$ cat src/rtl/lpbrc_pkg.sv
// ----------------------------------------------------------------------------
// lpbrc_pkg: shared types and constants for the best-result cache
// Key width, default sizing, request function codes and response status codes.
// ----------------------------------------------------------------------------
`default_nettype none

package lpbrc_pkg;

   localparam int KEY_W                 = 64;
   localparam int DEFAULT_TABLE_DEPTH   = 256;
   localparam int DEFAULT_PAYLOAD_WIDTH = 32;
   localparam int DEFAULT_TIME_WIDTH    = 32;
   localparam int STATUS_W              = 3;

   typedef enum logic {
      FUNC_LOOKUP = 1'b0,
      FUNC_STORE  = 1'b1
   } func_type;

   typedef enum logic [STATUS_W-1:0] {
      STATUS_FOUND    = 3'd0,
      STATUS_MISS     = 3'd1,
      STATUS_INSERTED = 3'd2,
      STATUS_IMPROVED = 3'd3,
      STATUS_KEPT     = 3'd4,
      STATUS_FULL     = 3'd5
   } status_type;

endpackage

`default_nettype wire

$ cat src/rtl/lpbrc_home_unit.sv
// ----------------------------------------------------------------------------
// lpbrc_home_unit: home slot computation
// key mod TABLE_DEPTH. A power-of-two depth registers the low key bits
// directly; any other depth folds the key in four bits per cycle, MSB first,
// and brings the running remainder back below the depth by comparing it
// against all fifteen multiples of the depth side by side.
// ----------------------------------------------------------------------------
`default_nettype none

module lpbrc_home_unit #(
   parameter int TABLE_DEPTH = lpbrc_pkg::DEFAULT_TABLE_DEPTH
) (
   input  wire logic                               clock,
   input  wire logic                               reset,
   input  wire logic                               load,
   input  wire logic [lpbrc_pkg::KEY_W-1:0]        key,
   output logic      [$clog2(TABLE_DEPTH)-1:0]     home,
   output logic                                    done
);

   import lpbrc_pkg::*;

   localparam int  ADDR_W   = $clog2(TABLE_DEPTH);
   localparam int  DIGIT_W  = 4;
   localparam int  DIGITS   = KEY_W / DIGIT_W;
   localparam int  CNT_W    = $clog2(DIGITS);
   localparam int  TRIAL_W  = ADDR_W + DIGIT_W;
   localparam bit  POW2     = (TABLE_DEPTH & (TABLE_DEPTH - 1)) == 0;

   logic [KEY_W-1:0]   shift_ff, shift_in;
   logic [ADDR_W-1:0]  rem_ff, rem_in;
   logic [CNT_W-1:0]   cnt_ff, cnt_in;
   logic               run_ff, run_in;
   logic               done_ff, done_in;
   logic [TRIAL_W-1:0] trial;
   logic [TRIAL_W-1:0] reduced;

   always_comb begin
      // trial stays below 16 * depth, so one of the multiples brings it under the depth
      trial   = {rem_ff, shift_ff[KEY_W-1 -: DIGIT_W]};
      reduced = trial;
      for (int k = 1; k < (1 << DIGIT_W); k++) begin
         if (trial >= TRIAL_W'(k * TABLE_DEPTH)) begin
            reduced = trial - TRIAL_W'(k * TABLE_DEPTH);
         end
      end

      shift_in = shift_ff << DIGIT_W;
      rem_in   = rem_ff;
      cnt_in   = cnt_ff;
      run_in   = run_ff;
      done_in  = 1'b0;

      if (load) begin
         if (POW2) begin
            rem_in  = key[ADDR_W-1:0];
            run_in  = 1'b0;
            done_in = 1'b1;
         end else begin
            shift_in = key;
            rem_in   = '0;
            cnt_in   = '0;
            run_in   = 1'b1;
         end
      end else if (run_ff) begin
         // remainder stays below the depth, so it fits the address width
         rem_in = reduced[ADDR_W-1:0];
         cnt_in = cnt_ff + CNT_W'(1);
         if (cnt_ff == CNT_W'(DIGITS - 1)) begin
            run_in  = 1'b0;
            done_in = 1'b1;
         end
      end
   end

   always_ff @(posedge clock) begin
      if (reset) begin
         run_ff  <= 1'b0;
         done_ff <= 1'b0;
         cnt_ff  <= '0;
      end else begin
         run_ff  <= run_in;
         done_ff <= done_in;
         cnt_ff  <= cnt_in;
      end
      shift_ff <= shift_in;
      rem_ff   <= rem_in;
   end

   assign home = rem_ff;
   assign done = done_ff;

endmodule

`default_nettype wire

$ cat config.mk
export PLATFORM = sky130hd
export DESIGN_NAME = lpbrc_home_unit
export DESIGN_NICKNAME = d
export VERILOG_FILES = /design/src/rtl/lpbrc_pkg.sv /design/src/rtl/lpbrc_home_unit.sv
export SDC_FILE = /design/constraint.sdc
export NUM_CORES = 1
export LEC_CHECK = 0
export BUFFER_PORTS_ARGS = -buffer_cell sky130_fd_sc_hd__buf_2
export CAP_MARGIN = 20
export CORE_MARGIN = 1
export CORE_UTILIZATION = 26
export CTS_CLUSTER_DIAMETER = 50
export DETAILED_ROUTE_END_ITERATION = 7
export HOLD_SLACK_MARGIN = 0.02
export PLACE_DENSITY = 0.84
export RECOVER_POWER = 100
export SLEW_MARGIN = 0
export SYNTH_ARGS = -nofsm -noshare
export SYNTH_HDL_FRONTEND = slang
export SYNTH_SLANG_ARGS = --single-unit
$ cat constraint.sdc
create_clock -name clock -period 0.9 [get_ports clock]
set_input_delay 0.09 -clock clock [delete_from_list [all_inputs] [get_ports clock]]
set_output_delay 0.09 -clock clock [all_outputs]
set_load 0.005 [all_outputs]
==> results of run 1 <==
cells in the mapped netlist, drive strengths merged:
cell,count
edfxtp,8
dfxtp,6
and2,4
mux2,4
nor2,3
a21oi,2
nand2,2
a311oi,1
a41oi,1
buf,1
ha,1
nand2b,1
nand3,1
nand3b,1
nor2b,1
o21ai,1
or2,1
or3,1
xnor2,1
xor2,1
metal layers:
layer	track usage	vias to the layer above	share of wire
met1	0.117	201	0.38
met5	0	-	0
met2	0.139	18	0.54
li1	-	208	-
met3	0.0111	4	0.045
met4	0.0833	0	0.036
critical path, cell delays in order, from the launching register on:
cell and delay, ps:
dfxtp_4 380, nand2b_4 60, or3_4 360, a21oi_2 130
power by group:
group	internal [uW]	switching, uW	leakage (uW)	total, uW
Clock	161	193	0.0000154	353
Sequential	708	10.5	0.000129	718
Combinational	71.6	47.6	0.000188	119
Total	940	251	0.000332	1190
final cells by class:
cell class | count | area share
clock buffers | 3 | 0.0284
multi-input cells | 27 | 0.284
clock inverters | 1 | 0.00473
well taps | 27 | 0.0426
flip-flops and latches | 14 | 0.464
repair buffers | 25 | 0.177
worst min-delay path by stage:
stage | cells after the start | start | end
finish | 2 | reset | cnt_ff[3]$_SDFFE_PP0P_
global placement | 2 | reset | cnt_ff[0]$_SDFFE_PP0P_
floorplan | 1 | reset | cnt_ff[1]$_SDFFE_PP0P_
detailed placement | 2 | reset | cnt_ff[0]$_SDFFE_PP0P_
global route | 2 | reset | cnt_ff[3]$_SDFFE_PP0P_
CTS | 2 | reset | cnt_ff[0]$_SDFFE_PP0P_
state kept, by name, indices dropped and copies added, names as in the netlist:
register	flops
home	8
cnt_ff	4
done	1
run_ff	1
what timing repair did:
action                                  in CTS  in global routing
setup buffers                                0                  0
endpoints found under the hold margin        0                  0
resized for setup                            1                  5
endpoints found under the setup margin      18                 26
pin swaps                                    0                  1
kinds of logic (layout without fill, tap and decap cells):
family | after synthesis | after routing | share of synthesized area
AND/OR/NAND/NOR | 15 | 15 | 0.147
AO/OA/AOI/OAI | 5 | 5 | 0.0587
adder cells (fa/ha/maj) | 1 | 1 | 0.0226
buffers and inverters | 1 | 29 | 0.00902
flip-flops | 14 | 14 | 0.650
multiplexers | 4 | 4 | 0.0813
XOR/XNOR | 2 | 2 | 0.0316
per-stage QoR:
stage / worst slack [ps] / setup TNS (ps) / util / instances / instance area (um2)
after global routing: -131 / -801 / 0.400 / 97 / 793
after floorplan: -7.75 / -33.7 / - / 42 / 577
after global placement: -58.6 / -486 / 0.376 / 93 / 746
after detailed placement: -82.7 / -799 / 0.376 / 93 / 746
after CTS: -98.8 / -1010 / 0.391 / 97 / 776
final: -93.1 / -253 / 0.400 / 97 / 793
==> impl_metrics.csv, run 1 <==
group,metric,value,unit
yosys,postSynthAreaPerCell,13.2,um2
grt,grt_pass1_wl,1410,um
timing,period_minus_slack,993,ps
setup_path,crit_path_start,"run_ff$_SDFF_PP0_",
grt,overflow,0,
timing,setup_violations,9,
grt,antenna_found_initial,0,
yosys,ys_seq_elements,14,
grt,grt_pass1_vias,353,
status,status,"complete, but fails checks",
floorplanning,die_y,48.2,um
clock_network,cts_tree,"built",
detailed_routing,wl_per_cell,11.3,um
final_layout,regArea,368,um2
detailed_routing,firstDrtPassIters,4,
pwr,p_leak,0.000332,uW
setup_path,crit_fanout,4,
timing,slew_headroom,0.865,
detailed_routing,wirelength,1100,um
timing,tightest_slew,201,ps
setup_path,start_kind,"register",
yosys,syn_area,554,um2
final_layout,multi_input_area,225,um2
floorplanning,rows,16,
detailed_routing,dr.first_iter.drc_count,5,
yosys,seq_area_frac_synth,0.650,
final_layout,antenna_cells,0,
final_layout,fill_cells,187,
clock_network,htree_levels,1,
yosys,ys_types,20,
timing,slew_viol_final,0,
floorplanning,start_util,0.280,
clock_network,hold_buffers,0,
pwr,irDropWorstVdd,0.501,mV
clock_network,root_buffer,"clkbuf_4",
setup_path,worst_ep_arrival_time,1210,ps
final_layout,syn_to_final_growth,43.1,%
status,violations,"setup timing",
detailed_routing,drc_errors,0,
clock_network,clk_latency,280,ps
floorplanning,core,1980,um2
placement,dp_hpwl,799,um
yosys,netlist_instances,42,
worst_hold_path,hold_path.class,"primary input to register",
placement,portBuffers,19,
timing,rsz0062_at_grt,"yes",
floorplanning,ioPinCount,76,
detailed_routing,vias,431,
grt,grt_max_degree,9,
yosys,yosysTopAreaCell,"edfxtp_1",
setup_path,r2r-end,"cnt_ff[3]$_SDFFE_PP0P_",
final_layout,final_common_cell,"buf_2",
yosys,ys_warn_count,0,
setup_path,worstReg2RegStart,"run_ff$_SDFF_PP0_",
detailed_routing,vias_per_cell,4.44,
pwr,fin_total_pwr,1190,uW
detailed_routing,drtAntennaViolNets,0,
timing,whs,51.8,ps
setup_path,worstSetupPathType,"register to register",
setup_path,worstPathRequired,1120,ps
final_layout,final_cell_mix,"19 x buf_2, 8 x edfxtp_1, 6 x buf_4",
grt,grt_usage,0.0931,
timing,fmax,1010,MHz
final_layout,nNetsFinal,139,
yosys,syn-num-nets,110,
setup_path,endpoint_kind,"register",
timing,min_period_over_period,1.10,
setup_path,worst_r2r_path_depth,3,
final_layout,final_layout_size_suffix_gt1_frac,0.586,
flow_run,cap_violations,0,
timing,fin_ws,-93.1,ps
yosys,synth_top_area_frac,0.433,
clock_network,clkTransAtPathRegs,80,ps
timing,hold_violations,0,
pwr,pwr_density_cell,1500,nW/um2
setup_path,critPathCapture,"cnt_ff[3]$_SDFFE_PP0P_",
placement,gp_congestion,0.734,
clock_network,cts_sinks,14,
clock_network,cts_made_buffers,3,
floorplanning,chipWidth,48.2,um
setup_path,ff2ff_setup_slack,-90,ps
floorplanning,dieArea,2320,um2
yosys,synth_area_leaders,"edfxtp_1 43%, dfxtp_1 22%, mux2_1 8.1%, and2_1 4.5%, ha_1 2.3%",
timing,finClkSkew,3.64,ps
clock_network,clockBufferDepth,2,
Power figures use the tool's default switching activity.
==> inputs of run 2 (changes only) <==
--- a/config.mk
+++ b/config.mk
@@ -5,14 +5,16 @@
 export SDC_FILE = /design/constraint.sdc
 export NUM_CORES = 1
 export LEC_CHECK = 0
+export ABC_AREA = 1
 export BUFFER_PORTS_ARGS = -buffer_cell sky130_fd_sc_hd__buf_2
 export CAP_MARGIN = 20
 export CORE_MARGIN = 1
-export CORE_UTILIZATION = 26
+export CORE_UTILIZATION = 29
+export CTS_BUF_LIST = sky130_fd_sc_hd__clkbuf_8
 export CTS_CLUSTER_DIAMETER = 50
 export DETAILED_ROUTE_END_ITERATION = 7
 export HOLD_SLACK_MARGIN = 0.02
-export PLACE_DENSITY = 0.84
+export PLACE_DENSITY = 0.87
 export RECOVER_POWER = 100
 export SLEW_MARGIN = 0
 export SYNTH_ARGS = -nofsm -noshare
==> run 2 against run 1 <==
- the flow now finishes without violations
- final cell count increased by 21%
- synthesized cell count up 57%
- wire length increased by 7.3%
- setup slack improved by 120 ps
- combinational power barely moved
- clock skew fell by 2.0 ps
- power up 13%
==> impl_metrics.csv, run 2 <==
group,metric,value,unit
grt,grt_max_degree,10,
final_layout,nNetsFinal,159,
yosys,ys_seq_elements,14,
yosys,yosysTopAreaCell,"edfxtp_1",
worst_hold_path,holdPathStages,2,
clock_network,cts_made_buffers,3,
setup_path,endpoint_kind,"output pin",
detailed_routing,wl_per_cell,10.0,um
clock_network,clk_latency,240,ps
setup_path,worstPathRequired,810,ps
pwr,p_leak,0.000403,uW
setup_path,worstSetupPathType,"register to output pin",
setup_path,worst_ep_arrival_time,780,ps
timing,min_period_over_period,0.969,
yosys,synth_common_cells,"23 x nand2_1, 8 x edfxtp_1, 7 x inv_1",
placement,portBuffers,19,
setup_path,r2r-end,"cnt_ff[2]$_SDFFE_PP0P_",
setup_path,ff2ff_setup_slack,40,ps
detailed_routing,vias,501,
yosys,syn-num-nets,134,
detailed_routing,wirelength,1180,um
clock_network,clockBufferDepth,2,
timing,period_minus_slack,872,ps
setup_path,cp_slowest_cell,"edfxtp_1",
grt,overflow,0,
setup_path,start_kind,"register",
final_layout,final_common_cell,"nand2_1",
grt,antenna_found_initial,0,
clock_network,root_buffer,"clkbuf_8",
setup_path,worstReg2RegStart,"run_ff$_SDFF_PP0_",
pwr,irDropWorstVdd,0.635,mV
detailed_routing,drtAntennaViolNets,0,
setup_path,max_stage_delay,400,ps
clock_network,htree_levels,1,
worst_hold_path,worstHoldStart,"reset",
yosys,ys_types,15,
yosys,postSynthAreaPerCell,9.21,um2
final_layout,fill_cells,198,
clock_network,postCtsSetupBuffers,0,
clock_network,clkTransAtPathRegs,60,ps
worst_hold_path,hold_end,"cnt_ff[2]$_SDFFE_PP0P_",
timing,setup_violations,0,
grt,grt_pass1_vias,458,
yosys,netlist_instances,66,
final_layout,final_cell_area,828,um2
grt,grt_usage,0.124,
setup_path,cp_top_family,"flip-flops",
final_layout,syn_to_final_growth,36.2,%
timing,hold_violations,0,
yosys,syn_area,608,um2
timing,rsz0062_at_grt,"yes",
setup_path,worst_r2r_path_depth,5,
final_layout,final_util,0.422,
clock_network,hold_buffers,0,
flow_run,cap_violations,0,
final_layout,final_cell_mix,"22 x nand2_1, 17 x buf_2, 8 x inv_1, 8 x edfxtp_1",
placement,dp_hpwl,859,um
setup_path,crit_fanout,2,
placement,dpl_cell_area,756,um2
floorplanning,start_util,0.310,
yosys,synthFlopType,"edfxtp_1",
setup_path,cp_num_buf_inv,1,
detailed_routing,vias_per_cell,4.28,
clock_network,cts_sinks,14,
setup_path,crit_chain,"buf_2",
status,status,"finished clean",
yosys,synth_top_area_frac,0.395,
yosys,synth_area_leaders,"edfxtp_1 40%, dfxtp_1 20%, nand2_1 14%, inv_1 4.3%, nand3_1 3.3%",
worst_hold_path,hold_path.class,"primary input to register",
floorplanning,rows,16,
floorplanning,ioPinCount,76,
placement,gp_congestion,0.673,
yosys,postSynth.asyncResetShare,0,
clock_network,cts_tree,"built",
final_layout,antenna_cells,0,
yosys,ys_warn_count,0,
grt,grt_pass1_wl,1840,um
timing,fmax,1150,MHz
floorplanning,core,1960,um2
final_layout,largest_register_ffs,8,
pwr,pwr_density_cell,1630,nW/um2
floorplanning,chipWidth,47.8,um
floorplanning,dieArea,2280,um2
yosys,synth_most_common_cell,"nand2_1",
timing,slew_viol_final,0,
timing,finClkSkew,1.62,ps
floorplanning,die_y,47.8,um
final_layout,final_layout_size_suffix_gt1_frac,0.400,
timing,tightest_slew,395,ps
yosys,synth_edf_count,8,
yosys,seq_area_frac_synth,0.593,
detailed_routing,firstDrtPassIters,4,
detailed_routing,dr.first_iter.drc_count,9,
detailed_routing,drc_errors,0,
timing,slew_headroom,0.737,
[run 2: cell count changes after synthesis, sizes merged, moves of 3 or more]
cell   delta
mux2      -4
inv      +10
and2      -4
nand2    +23
nor2      +4
nand3     +3
[run 2: layout make-up]
type | count | area (um2) | area share
clock inverters | 1 | 3.75 | 0.00453
well taps | 27 | 33.8 | 0.0408
flip-flops and latches | 14 | 364 | 0.440
clock buffers | 3 | 41.3 | 0.0498
multi-input cells | 41 | 223 | 0.269
inverters | 10 | 42.5 | 0.0514
repair buffers | 21 | 120 | 0.145
[run 2: worst max-delay path by stage]
stage / slack [ps] / start / to / cells after the start
4_1_cts: 3 / cnt_ff[1]$_SDFFE_PP0P_ / cnt_ff[1]$_SDFFE_PP0P_ / 3
5_1_grt: -40 / run_ff$_SDFF_PP0_ / cnt_ff[2]$_SDFFE_PP0P_ / 6
6_report: 30 / home[1]$_SDFFCE_PN0P_ / home[1] / 1
3_3_place_gp: 8 / cnt_ff[0]$_SDFFE_PP0P_ / done$_SDFF_PP0_ / 5
3_5_place_dp: -20 / cnt_ff[0]$_SDFFE_PP0P_ / done$_SDFF_PP0_ / 5
2_1_floorplan: 30 / run_ff$_SDFF_PP0_ / home[0]$_SDFFCE_PN0P_ / 2
[run 2: power by group]
group          internal (uW)  switching, uW  total (uW)
Clock                    301            214         515
Combinational           54.2           63.5         118
Sequential               708           9.10         718
[run 2: repair_timing]
| item | 4_1_cts | 5_1_grt |
|---|---|---|
| gates resized for setup | 4 | 5 |
| gates cloned | 0 | 0 |
| pin swaps | 1 | 2 |
| endpoints found under the setup margin | 10 | 6 |
[run 2: logic make-up after synthesis]
| family | count (synthesis) | share of synthesized area |
|---|---|---|
| AOI/OAI and AO/OA | 4 | 0.0329 |
| buffers and inverters | 11 | 0.0844 |
| adders and majority gates | 1 | 0.0206 |
| DFF | 14 | 0.593 |
| and+or+nand+nor | 36 | 0.270 |
[run 2: layer usage]
| layer | GRT usage | part of all wire |
|---|---|---|
| met5 | 0 | 0 |
| met4 | 0.106 | 0.018 |
| met2 | 0.208 | 0.53 |
| met3 | 0.0302 | 0.052 |
| met1 | 0.127 | 0.40 |
[run 2: per-stage QoR]
stage	cells	setup slack, ps	hold slack (ps)	setup TNS (ps)	total power (uW)
final	117	28.0	41.2	0	1350
after global routing	117	-39.6	47.0	-44.9	1410
after CTS	117	3.49	37.5	0	1360
after detailed placement	113	-16.2	290	-139	848
after global placement	113	8.04	290	0	843
after floorplan	66	31.4	157	0	785
[run 2: worst reg2reg max path, stage by stage, from the launching register on]
cell and delay, ps:
dfxtp_2 350, inv_4 60, nor2_8 140, nand3_1 80, nand2_1 90, nor2_2 30
==> inputs of run 3 (changes only) <==
--- a/config.mk
+++ b/config.mk
@@ -5,16 +5,15 @@
 export SDC_FILE = /design/constraint.sdc
 export NUM_CORES = 1
 export LEC_CHECK = 0
-export ABC_AREA = 1
 export BUFFER_PORTS_ARGS = -buffer_cell sky130_fd_sc_hd__buf_2
 export CAP_MARGIN = 20
 export CORE_MARGIN = 1
-export CORE_UTILIZATION = 29
+export CORE_UTILIZATION = 28
 export CTS_BUF_LIST = sky130_fd_sc_hd__clkbuf_8
 export CTS_CLUSTER_DIAMETER = 50
 export DETAILED_ROUTE_END_ITERATION = 7
 export HOLD_SLACK_MARGIN = 0.02
-export PLACE_DENSITY = 0.87
+export PLACE_DENSITY = 0.88
 export RECOVER_POWER = 100
 export SLEW_MARGIN = 0
 export SYNTH_ARGS = -nofsm -noshare
==> run 3 against run 2 <==
- the flow now finishes with violations (setup timing)
- register-to-register slack got worse by 140 ps
- die area down 5.4%
- global-route usage shrank 0.72 points
- wire length is 2.0% higher
- power barely moved
- sequential share of layout area is 0.85 points higher
- hold slack improved by 45 ps
- non-clock buffer count grew 6
- flip-flop and latch count unchanged
- maximum frequency shrank 13%
- critical path type is now register to register
==> impl_metrics.csv, run 3 (same netlist as run 1, synthesis figures left out) <==
group,metric,value,unit
status,status,"complete, but fails checks",
status,violations,"setup timing",
pwr,internal_power,1080,uW
grt,grt_max_degree,9,
final_layout,largest_register_ffs,8,
floorplanning,core,1780,um2
timing,finClkSkew,1.78,ps
detailed_routing,wirelength,1200,um
final_layout,final_util,0.467,
clock_network,htree_levels,1,
detailed_routing,drc_errors,0,
timing,fmax,996,MHz
setup_path,endpoint_kind,"register",
pwr,pwr_density_cell,1620,nW/um2
placement,portBuffers,19,
clock_network,cts_made_buffers,3,
setup_path,start_kind,"register",
pwr,switching_share,0.203,
timing,fin_ws,-104,ps
clock_network,cts_tree,"built",
timing,period_minus_slack,1000,ps
setup_path,crit_fanout,8,
grt,overflow,0,
pwr,combPwrFrac,0.088,
timing,tightest_slew,218,ps
placement,dp_hpwl,754,um
setup_path,worst_ep_arrival_time,1000,ps
clock_network,cts_sinks,14,
detailed_routing,dr.first_iter.drc_count,6,
floorplanning,die_y,46.5,um
clock_network,clk_latency,250,ps
detailed_routing,wl_per_cell,12.4,um
worst_hold_path,hold_path.class,"primary input to register",
timing,min_period_over_period,1.12,
final_layout,syn_to_final_growth,50.1,%
grt,grt_pass1_vias,395,
pwr,clkPwrFrac,0.383,
timing,slew_viol_final,0,
final_layout,final_cell_area,832,um2
detailed_routing,firstDrtPassIters,4,
setup_path,cp_slowest_cell,"dfxtp_4",
timing,setup_violations,13,
pwr,p_sw,274,uW
floorplanning,ioPinCount,76,
final_layout,final_cell_count_no_fill,97,
final_layout,final_cell_mix,"15 x buf_2, 8 x edfxtp_1, 8 x buf_4",
floorplanning,start_util,0.311,
final_layout,antenna_cells,0,
floorplanning,dieArea,2160,um2
detailed_routing,drtAntennaViolNets,0,
clock_network,clkTransAtPathRegs,60,ps
final_layout,nNetsFinal,141,
detailed_routing,vias,428,
setup_path,worstPathRequired,900,ps
clock_network,root_buffer,"clkbuf_8",
setup_path,crit_chain,"buf_4 > or2_4",
floorplanning,rows,15,
floorplanning,chipWidth,46.5,um
placement,gp_congestion,0.782,
final_layout,fill_cells,173,
final_layout,final_layout_size_suffix_gt1_frac,0.528,
timing,hold_violations,0,
final_layout,final_common_cell,"buf_2",
clock_network,clockBufferDepth,2,
grt,grt_pass1_wl,1640,um
pwr,p_seq_frac,0.529,
placement,dpl_cell_area,743,um2
setup_path,max_stage_delay,360,ps
grt,grt_usage,0.116,
timing,whs,86.1,ps
placement,dp_cells,91,
grt,antenna_found_initial,0,
setup_path,cp_top_family,"flip-flops",
detailed_routing,vias_per_cell,4.41,
setup_path,worstSetupPathType,"register to register",
flow_run,cap_violations,0,
timing,rsz0062_at_grt,"yes",
pwr,p_leak,0.000337,uW
timing,slew_headroom,0.855,
setup_path,cp_num_buf_inv,1,
pwr,irDropWorstVdd,0.442,mV
## run 3: cell types whose count changed in the layout (fill, tap and decap cells not counted), sizes merged, moves of 2 or more
cell    previous run  this run
nand2             25         2
mux2               0         4
clkbuf             5         7
nor2               7         3
buf               19        23
and2               0         4
inv               11         0
nand3              4         1
## run 3: routing by layer
| layer | global-route usage | vias up | part of all wire |
|---|---|---|---|
| met2 | 0.200 | 16 | 0.57 |
| met5 | 0 | - | 0 |
| met1 | 0.122 | 196 | 0.36 |
| met4 | 0.0882 | 0 | 0.024 |
| met3 | 0.0235 | 4 | 0.046 |
| li1 | - | 212 | - |
## run 3: repair_timing
item | CTS | global route
gates cloned | 0 | 0
pin swaps | 0 | 6
buffers inserted | 1 | 1
setup endpoints to repair | 15 | 10
resized for setup | 1 | 7
hold buffers | 0 | 0
## run 3: cell type report
| type | instances | area (um2) | area share |
|---|---|---|---|
| Clock buffer | 3 | 41.3 | 0.0496 |
| Clock inverter | 1 | 3.75 | 0.00451 |
| Multi-Input combinational cell | 27 | 233 | 0.280 |
| Sequential cell | 14 | 373 | 0.448 |
| Tap cell | 25 | 31.3 | 0.0376 |
| Timing Repair Buffer | 27 | 150 | 0.180 |
## run 3: final timing paths
check                                            start                endpoint  slack [ps]  cells after the start
worst max-delay path                 run_ff$_SDFF_PP0_   home[1]$_SDFFCE_PN0P_        -100                      2
worst min-delay path                             reset  cnt_ff[1]$_SDFFE_PP0P_          90                      2
worst max register to register       run_ff$_SDFF_PP0_   home[1]$_SDFFCE_PN0P_        -100                      2
worst min register to register  cnt_ff[1]$_SDFFE_PP0P_  cnt_ff[1]$_SDFFE_PP0P_         500                      2
## run 3: per-stage QoR
step	setup slack [ps]	setup TNS, ps	total power, uW
2_1_floorplan	-7.75	-33.7	789
3_3_place_gp	-48.1	-401	847
3_5_place_dp	-84.9	-743	854
4_1_cts	-63.9	-138	1380
5_1_grt	-134	-1460	1400
6_report	-104	-939	1350
## run 3: power groups by stage
stage	sequential [uW]	clock, uW	combinational (uW)
after floorplan	740	0	48.8
after detailed placement	736	0	117
final	715	517	120
after global routing	719	555	132
after global placement	734	0	113
after CTS	724	539	122
